===== src/assert_macros.svh =====
// Assertion macros for the RTL modules; included by spq_ctrl.
// Included by bare file name; no dependencies.
`ifndef ASSERT_MACROS_SVH
`define ASSERT_MACROS_SVH

`ifndef SYNTH

`define CHK_PROP(label, clk, rst_n, prop, msg) \
    label: assert property (@(posedge clk) disable iff (!rst_n) (prop)) else $error(msg);

`define CHK_IMPL(label, clk, rst_n, ante, cons, msg) \
    label: assert property (@(posedge clk) disable iff (!rst_n) (ante) |-> (cons)) \
        else $error(msg);

`else

`define CHK_PROP(label, clk, rst_n, prop, msg)

`define CHK_IMPL(label, clk, rst_n, ante, cons, msg)

`endif

`endif


===== src/spq_pkg.sv =====
// Types and codes of the sorted priority queue.
// No dependencies; used by spq_ctrl and sorted_priority_queue_unit.
package spq_pkg;

    localparam logic OP_INSERT = 1'b0;
    localparam logic OP_REMOVE = 1'b1;

    localparam logic [1:0] ST_INSERTED = 2'd0;
    localparam logic [1:0] ST_REMOVED  = 2'd1;
    localparam logic [1:0] ST_EMPTY    = 2'd2;
    localparam logic [1:0] ST_FULL     = 2'd3;

    typedef struct packed {
        logic [15:0] entry_id;
        logic [7:0]  entry_priority;
    } t_entry;

    typedef struct packed {
        logic [1:0]  status;
        logic [15:0] out_id;
        logic [7:0]  out_priority;
        logic [4:0]  occupancy;
    } t_resp;

endpackage


===== src/spq_ram.sv =====
// Generic simple dual-port RAM: one write port, one registered read port.
// No dependencies.
module spq_ram #(
    parameter int WIDTH = 24,
    parameter int DEPTH = 16
) (
    input  logic                     i_clk,
    input  logic                     i_we,
    input  logic [$clog2(DEPTH)-1:0] i_waddr,
    input  logic [WIDTH-1:0]         i_wdata,
    input  logic [$clog2(DEPTH)-1:0] i_raddr,
    output logic [WIDTH-1:0]         o_rdata
);

    logic [WIDTH-1:0] r_mem [DEPTH];
    logic [WIDTH-1:0] r_rdata;

    always_ff @(posedge i_clk) begin
        if (i_we) begin
            r_mem[i_waddr] <= i_wdata;
        end
        r_rdata <= r_mem[i_raddr];
    end

    assign o_rdata = r_rdata;

endmodule


===== src/spq_step_unit.sv =====
// Shared step unit: circular slot address (head + position mod capacity)
// and the priority compare of one insertion step. No dependencies.
module spq_step_unit #(
    parameter int CAPACITY = 16
) (
    input  logic [$clog2(CAPACITY)-1:0] i_head,
    input  logic [$clog2(CAPACITY)-1:0] i_pos,
    input  logic [7:0]                  i_slot_priority,
    input  logic [7:0]                  i_new_priority,
    output logic [$clog2(CAPACITY)-1:0] o_addr,
    output logic                        o_later
);

    localparam int AW = $clog2(CAPACITY);
    localparam logic [AW:0] LP_CAP = (AW+1)'(CAPACITY);

    logic [AW:0] w_sum;

    always_comb begin
        w_sum = {1'b0, i_head} + {1'b0, i_pos};
        if (w_sum >= LP_CAP) begin
            w_sum = w_sum - LP_CAP;
        end
        o_addr  = w_sum[AW-1:0];
        o_later = i_slot_priority > i_new_priority;
    end

endmodule


===== src/spq_ctrl.sv =====
// Sequencer of the sorted priority queue: walks the circular store one
// slot per step through spq_step_unit. Depends on spq_pkg, spq_step_unit and assert_macros.svh.
`include "assert_macros.svh"

module spq_ctrl #(
    parameter int CAPACITY = 16
) (
    input  logic                        i_clk,
    input  logic                        i_rst_n,
    input  logic                        i_in_valid,
    output logic                        o_in_ready,
    input  logic                        i_in_op,
    input  spq_pkg::t_entry             i_in_entry,
    output logic                        o_res_valid,
    input  logic                        i_res_ready,
    output spq_pkg::t_resp              o_res,
    output logic                        o_we,
    output logic [$clog2(CAPACITY)-1:0] o_waddr,
    output spq_pkg::t_entry             o_wdata,
    output logic [$clog2(CAPACITY)-1:0] o_raddr,
    input  spq_pkg::t_entry             i_rdata
);

    localparam int AW = $clog2(CAPACITY);
    localparam int CW = $clog2(CAPACITY + 1);

    typedef enum logic [2:0] {
        S_IDLE,
        S_RD,
        S_CMP,
        S_POP,
        S_OUT
    } t_state;

    t_state          r_state, n_state;
    logic [CW-1:0]   r_count, n_count;
    logic [AW-1:0]   r_head,  n_head;
    logic [AW-1:0]   r_k,     n_k;
    spq_pkg::t_entry r_new,   n_new;
    logic [1:0]      r_status, n_status;
    logic [15:0]     r_id,    n_id;
    logic [7:0]      r_pri,   n_pri;

    logic            w_accept;
    logic [AW-1:0]   w_pos;
    logic [AW-1:0]   w_addr;
    logic            w_later;

    spq_step_unit #(
        .CAPACITY (CAPACITY)
    ) u_step (
        .i_head          (r_head),
        .i_pos           (w_pos),
        .i_slot_priority (i_rdata.entry_priority),
        .i_new_priority  (r_new.entry_priority),
        .o_addr          (w_addr),
        .o_later         (w_later)
    );

    assign o_in_ready  = (r_state == S_IDLE);
    assign w_accept    = i_in_valid && o_in_ready;
    assign o_res_valid = (r_state == S_OUT);
    assign o_res       = '{status: r_status, out_id: r_id, out_priority: r_pri,
                           occupancy: 5'(r_count)};
    assign o_raddr     = w_addr;
    assign o_waddr     = w_addr;
    assign o_we        = ((r_state == S_RD) && (r_k == '0)) || (r_state == S_CMP);
    assign o_wdata     = ((r_state == S_CMP) && w_later) ? i_rdata : r_new;

    always_comb begin
        case (r_state)
            S_RD:    w_pos = (r_k == '0) ? '0 : r_k - AW'(1);
            S_CMP:   w_pos = r_k;
            S_POP:   w_pos = AW'(1);
            default: w_pos = '0;
        endcase
    end

    always_comb begin
        n_state  = r_state;
        n_count  = r_count;
        n_head   = r_head;
        n_k      = r_k;
        n_new    = r_new;
        n_status = r_status;
        n_id     = r_id;
        n_pri    = r_pri;
        case (r_state)
            S_IDLE: begin
                if (w_accept) begin
                    n_id  = '0;
                    n_pri = '0;
                    if (i_in_op == spq_pkg::OP_REMOVE) begin
                        if (r_count == '0) begin
                            n_status = spq_pkg::ST_EMPTY;
                            n_state  = S_OUT;
                        end else begin
                            n_state = S_POP;
                        end
                    end else if (r_count == CW'(CAPACITY)) begin
                        n_status = spq_pkg::ST_FULL;
                        n_state  = S_OUT;
                    end else begin
                        n_new   = i_in_entry;
                        n_k     = AW'(r_count);
                        n_state = S_RD;
                    end
                end
            end
            S_RD: begin
                if (r_k == '0) begin
                    n_count  = r_count + CW'(1);
                    n_status = spq_pkg::ST_INSERTED;
                    n_state  = S_OUT;
                end else begin
                    n_state = S_CMP;
                end
            end
            S_CMP: begin
                if (w_later) begin
                    n_k     = r_k - AW'(1);
                    n_state = S_RD;
                end else begin
                    n_count  = r_count + CW'(1);
                    n_status = spq_pkg::ST_INSERTED;
                    n_state  = S_OUT;
                end
            end
            S_POP: begin
                n_status = spq_pkg::ST_REMOVED;
                n_id     = i_rdata.entry_id;
                n_pri    = i_rdata.entry_priority;
                n_head   = w_addr;
                n_count  = r_count - CW'(1);
                n_state  = S_OUT;
            end
            S_OUT: begin
                if (i_res_ready) begin
                    n_state = S_IDLE;
                end
            end
            default: begin
                n_state = S_IDLE;
            end
        endcase
    end

    always_ff @(posedge i_clk) begin
        r_k      <= n_k;
        r_new    <= n_new;
        r_status <= n_status;
        r_id     <= n_id;
        r_pri    <= n_pri;
        if (!i_rst_n) begin
            r_state <= S_IDLE;
            r_count <= '0;
            r_head  <= '0;
        end else begin
            r_state <= n_state;
            r_count <= n_count;
            r_head  <= n_head;
        end
    end

    `CHK_PROP(a_count_max, i_clk, i_rst_n, r_count <= CW'(CAPACITY), "count above capacity")
    `CHK_IMPL(a_cmp_pos, i_clk, i_rst_n, r_state == S_CMP, r_k != '0, "compare at slot zero")
    `CHK_IMPL(a_empty_pop, i_clk, i_rst_n, w_accept && (i_in_op == spq_pkg::OP_REMOVE) && (r_count == '0), ##1 (r_state == S_OUT) && (r_status == spq_pkg::ST_EMPTY), "remove on empty not flagged")
    `CHK_IMPL(a_count_step, i_clk, i_rst_n, r_state != S_IDLE, ##1 (r_count == $past(r_count)) || (r_count == $past(r_count) + CW'(1)) || (r_count == $past(r_count) - CW'(1)), "count jumped")
    `CHK_IMPL(a_we_busy, i_clk, i_rst_n, o_we, !o_in_ready, "store written while idle")

endmodule


===== src/sorted_priority_queue_unit.sv =====
// Sorted priority queue: an insert places an entry behind all entries of equal or
// smaller priority number, a remove pops the smallest. Entries sit in a circular
// memory of CAPACITY slots, so a remove moves nothing and an insert shifts entries
// from the tail, one slot per step of a registered memory read (S_RD) then a
// compare and write (S_CMP); an insert that reaches the head writes it from S_RD.
// A remove goes through S_POP to S_OUT and a refused item straight to S_OUT. The
// next word is accepted once the result has moved to the output register, while
// it may still wait at the output.
// Depends on spq_pkg, spq_ctrl, spq_step_unit, spq_ram.
module sorted_priority_queue_unit #(
    parameter int CAPACITY = 16
) (
    input  logic        i_clk,
    input  logic        i_rst_n,
    input  logic        s_axis_tvalid,
    output logic        s_axis_tready,
    input  logic [23:0] s_axis_tdata,   // entry_id[15:0], entry_priority[23:16]
    input  logic        s_axis_tuser,   // op[0]
    output logic        m_axis_tvalid,
    input  logic        m_axis_tready,
    output logic [31:0] m_axis_tdata,   // out_id[15:0], out_priority[23:16],
                                        // occupancy[28:24], zero[31:29]
    output logic [1:0]  m_axis_tuser    // status[1:0]
);

    localparam int AW = $clog2(CAPACITY);

    spq_pkg::t_entry w_in_entry;
    spq_pkg::t_entry w_wdata;
    spq_pkg::t_entry w_rdata;
    spq_pkg::t_resp  w_res;
    logic            w_res_valid;
    logic            w_res_ready;
    logic            w_we;
    logic [AW-1:0]   w_waddr;
    logic [AW-1:0]   w_raddr;

    logic            r_out_valid;
    spq_pkg::t_resp  r_out;

    assign w_in_entry = '{entry_id: s_axis_tdata[15:0], entry_priority: s_axis_tdata[23:16]};
    assign w_res_ready = !r_out_valid || m_axis_tready;

    spq_ctrl #(
        .CAPACITY (CAPACITY)
    ) u_ctrl (
        .i_clk       (i_clk),
        .i_rst_n     (i_rst_n),
        .i_in_valid  (s_axis_tvalid),
        .o_in_ready  (s_axis_tready),
        .i_in_op     (s_axis_tuser),
        .i_in_entry  (w_in_entry),
        .o_res_valid (w_res_valid),
        .i_res_ready (w_res_ready),
        .o_res       (w_res),
        .o_we        (w_we),
        .o_waddr     (w_waddr),
        .o_wdata     (w_wdata),
        .o_raddr     (w_raddr),
        .i_rdata     (w_rdata)
    );

    spq_ram #(
        .WIDTH ($bits(spq_pkg::t_entry)),
        .DEPTH (CAPACITY)
    ) u_ram (
        .i_clk   (i_clk),
        .i_we    (w_we),
        .i_waddr (w_waddr),
        .i_wdata (w_wdata),
        .i_raddr (w_raddr),
        .o_rdata (w_rdata)
    );

    always_ff @(posedge i_clk) begin
        if (w_res_valid && w_res_ready) begin
            r_out <= w_res;
        end
        if (!i_rst_n) begin
            r_out_valid <= 1'b0;
        end else if (w_res_valid && w_res_ready) begin
            r_out_valid <= 1'b1;
        end else if (m_axis_tready) begin
            r_out_valid <= 1'b0;
        end
    end

    assign m_axis_tvalid = r_out_valid;
    assign m_axis_tuser  = r_out.status;
    assign m_axis_tdata  = {3'b000, r_out.occupancy, r_out.out_priority, r_out.out_id};

endmodule

===== config.mk =====
export PLATFORM = sky130hd
export DESIGN_NAME = sorted_priority_queue_unit
export DESIGN_NICKNAME = d
export VERILOG_FILES = /design/src/spq_pkg.sv /design/src/spq_ram.sv /design/src/spq_step_unit.sv /design/src/spq_ctrl.sv /design/src/sorted_priority_queue_unit.sv
export VERILOG_INCLUDE_DIRS = /design/src /design/src/src
export SDC_FILE = /design/constraint.sdc
export NUM_CORES = 1
export LEC_CHECK = 0
export BUFFER_PORTS_ARGS = -buffer_cell sky130_fd_sc_hd__buf_2
export CORE_UTILIZATION = 31
export CTS_BUF_LIST = sky130_fd_sc_hd__clkbuf_16
export DETAILED_ROUTE_END_ITERATION = 10
export PLACE_DENSITY_LB_ADDON = 0.2
export SETUP_SLACK_MARGIN = 0.02
export SLEW_MARGIN = 20
export SYNTH_ARGS = -nofsm -noshare
export SYNTH_HDL_FRONTEND = slang
export SYNTH_SLANG_ARGS = --single-unit

===== constraint.sdc =====
create_clock -name i_clk -period 12.8 [get_ports i_clk]
set_clock_uncertainty 0.15 [all_clocks]
set_input_delay 0 -clock i_clk [delete_from_list [all_inputs] [get_ports i_clk]]
set_output_delay 0 -clock i_clk [all_outputs]
set_load 0.1 [all_outputs]

==> impl_metrics.py <==
metrics = {
    "run_status": {
        "status": "finished, final reports clean",
    },
    "floorplanning": {
        "initial_core_util_pct": 31.4,
        "fp-row-count": 91,
        "die_h_um": 253,
        "die_area_sq_um": 63800,
        "die_x_um": 253,
        "core_area_sq_um": 61900,
        "ioPinCount": 65,
    },
    "sta": {
        "slew_headroom_pct": 29.1,
        "tns_ps": 0,
        "period_needed_ps": 5350,
        "setup_ws_ps": 7450,
        "fmax_mhz": 187,
        "drv_slew": 0,
        "hold_violations": 0,
        "setup_viol": 0,
        "worst_pin_slew_ps": 1060,
        "rsz0062_at_grt": "no",
        "period_share_pct": 41.8,
    },
    "worst_setup_path": {
        "end_kind": "flip-flop",
        "path_max_fanout": 49,
        "startpoint_type": "flip-flop",
        "critical_path_arrival_ps": 5450,
        "r2r_setup_slack_ps": 7450,
        "cp.required_ps": 12900,
        "path_class": "flip-flop to flip-flop",
    },
    "detailed_routing": {
        "highest_layer": "met4",
        "avgViaCountPerCell": 4.65,
        "wire_per_inst_um": 22.3,
        "detailroute.via_count": 9189,
        "firstDrtPassIters": 5,
        "routed-wl-met2_um": 21900,
        "wl_met3_um": 1340,
        "drtAntennaViolNets": 0,
        "drc": 0,
        "wl_met1_um": 19800,
        "drtIter0Drc": 690,
        "drt-total-wl_um": 44000,
    },
    "yosys": {
        "yosysTopAreaCell": "edfxtp_1",
        "ys_async_sr_fraction_pct": 0,
        "ys_warn_count": 0,
        "synth_edf_count": 469,
        "avgSynthCellArea_sq_um": 20.7,
        "yosysSeqAreaShare_pct": 76.1,
        "synth_flop_cell": "edfxtp_1",
        "yosysUniqueCellTypes": 45,
        "synth_top_area_share_pct": 72.3,
        "syn_area_sq_um": 19500,
        "syn_inst": 939,
        "ys_seq_elements": 506,
        "synth.area.top_cells": "edfxtp_1 (72%), mux4_2 (11%), mux2i_1 (4.0%)",
    },
    "final_layout": {
        "layout_commonest_cell": "edfxtp_1",
        "num-nets-final": 1141,
        "antennaDiodeCount": 0,
        "layout_common_cells": "edfxtp_1 (469), mux4_2 (96), mux2i_1 (77)",
        "area_growth_pct": 19.4,
        "drive_gt1_share_pct": 27.5,
    },
    "cts": {
        "clockRootBuffer": "clkbuf_16",
        "cts_tree": "yes",
        "ctsHtreeMaxLevel": 2,
        "post_cts_buffers": 0,
        "hold_buffers": 54,
        "cts_buffers": 53,
        "clk_path_buf_depth": 3,
        "clock_latency_ps": 600,
        "clock_sinks": 506,
        "cts_resized": 0,
        "clk_pin_slew_ps": 60,
    },
    "placement": {
        "place_congestion": 0.715,
        "dpl_worst_slack_ps": 7440,
        "place.port_buffers": 61,
        "dp_hpwl_um": 25000,
    },
    "global_route": {
        "grt_max_degree": 60,
        "globalRouteTotalUtil_pct": 14.3,
        "grt_pass1_wl_um": 66400,
        "antenna_found_initial": 0,
        "grt_remaining_overflow": 0,
        "grt_pass1_vias": 9989,
    },
    "min_path": {
        "hold_path.class": "input pin to flip-flop",
    },
    "pwr": {
        "power_density_nw_per_um2": 164,
        "p_leak_nw": 7.77,
        "peakVddDrop_v": 0.0000976,
    },
    "run": {
        "max_cap_viol_count": 0,
    },
}
## per-layer routing
| layer | GRT usage, % | up-vias |
|---|---|---|
| li1 | - | 4114 |
| met1 | 19.0 | 4846 |
| met4 | 4.28 | 0 |
| met2 | 24.2 | 167 |
| met3 | 1.94 | 62 |
| met5 | 0 | - |
## cell families after synthesis
| group | after synthesis | synth area share, % |
|---|---|---|
| AOI/OAI and AO/OA | 43 | 1.41 |
| xor gates and xnor gates | 8 | 0.398 |
| adders and majority gates | 17 | 1.17 |
| buffers and inverters | 63 | 1.52 |
| DFF | 506 | 76.1 |
| muxes | 196 | 16.4 |
| other | 1 | 0.0193 |
| and+or+nand+nor | 105 | 2.96 |
## power breakdown
part / total, mW / internal, mW / switching, mW / leakage [nW]
clock: 1.49 / 0.852 / 0.635 / 0.882
sequential: 1.91 / 1.88 / 0.0300 / 4.57
combinational: 0.409 / 0.140 / 0.269 / 2.32
## per-stage QoR
step	cells	instance area (sq um)	total power, mW	utilization (%)	hold slack, ps
finish	1977	23200	3.81	37.5	183
global route	1977	23200	3.95	37.5	188
CTS	1977	23200	3.86	37.5	137
detailed placement	1823	21000	2.35	33.9	28.1
global placement	1823	21000	2.35	33.9	30.2
floorplan	941	19500	2.23	-	-51.1
## registers in the layout, summed over array words and instances, names as in the netlist, 4 cells and up
signal          flops
u_ctrl.r_pri        8
u_ctrl.r_new       24
u_ctrl.r_id        16
u_ram.o_rdata      24
u_ctrl.r_k          4
u_ram.r_mem       384
u_ctrl.r_count      5
u_ctrl.r_head       4
m_axis_tdata       29
## cell usage after synthesis (2+ instances only)
master / number
and4_1: 3
xnor2_1: 3
nor2b_1: 4
buf_2: 17
dfxtp_1: 37
and3_1: 4
clkbuf_1: 19
mux4_2: 96
buf_4: 4
nor4_2: 2
edfxtp_1: 469
a21oi_1: 18
o21a_1: 2
mux2_2: 23
a21o_1: 2
mux2i_1: 77
buf_6: 3
buf_1: 3
and2_1: 24
nand2_1: 27
a21oi_2: 2
ha_1: 15
nand2b_1: 5
nor2_1: 10
nor4_1: 8
inv_1: 17
nand3_1: 5
a21boi_0: 2
xor2_1: 4
o21ai_0: 8
fa_1: 2
a31oi_1: 3
nor3_1: 9
## final timing paths
path                                        start            endpoint  cells past startpoint
worst max register to register  u_ctrl.r_state[1]  u_ram.r_mem[12][8]                     10
worst min register to register    u_ctrl.r_pri[3]    m_axis_tdata[19]                      0
worst min-delay path                 s_axis_tuser  u_ctrl.r_status[0]                      3
worst max-delay path            u_ctrl.r_state[1]  u_ram.r_mem[12][8]                     10
## worst max-delay path, cell delays in order, from the launching register on
cell,delay [ps]
dfxtp_1,450
nor2b_1,250
and2_1,480
a21oi_1,130
o21ai_0,160
ha_4,180
inv_1,50
fa_4,1370
nand2_1,320
nor3_2,920
buf_4,500
## cell type report
class / count / area [sq um]
timing repair buffer: 145 / 1070
tap: 837 / 1050
clock buffer: 53 / 1330
clock inverter: 47 / 354
inverter: 17 / 63.8
multi-input combinational: 372 / 4550
sequential: 506 / 14800
fill: 5733 / 38700
Note: power is estimated with default switching activity, not from simulation.
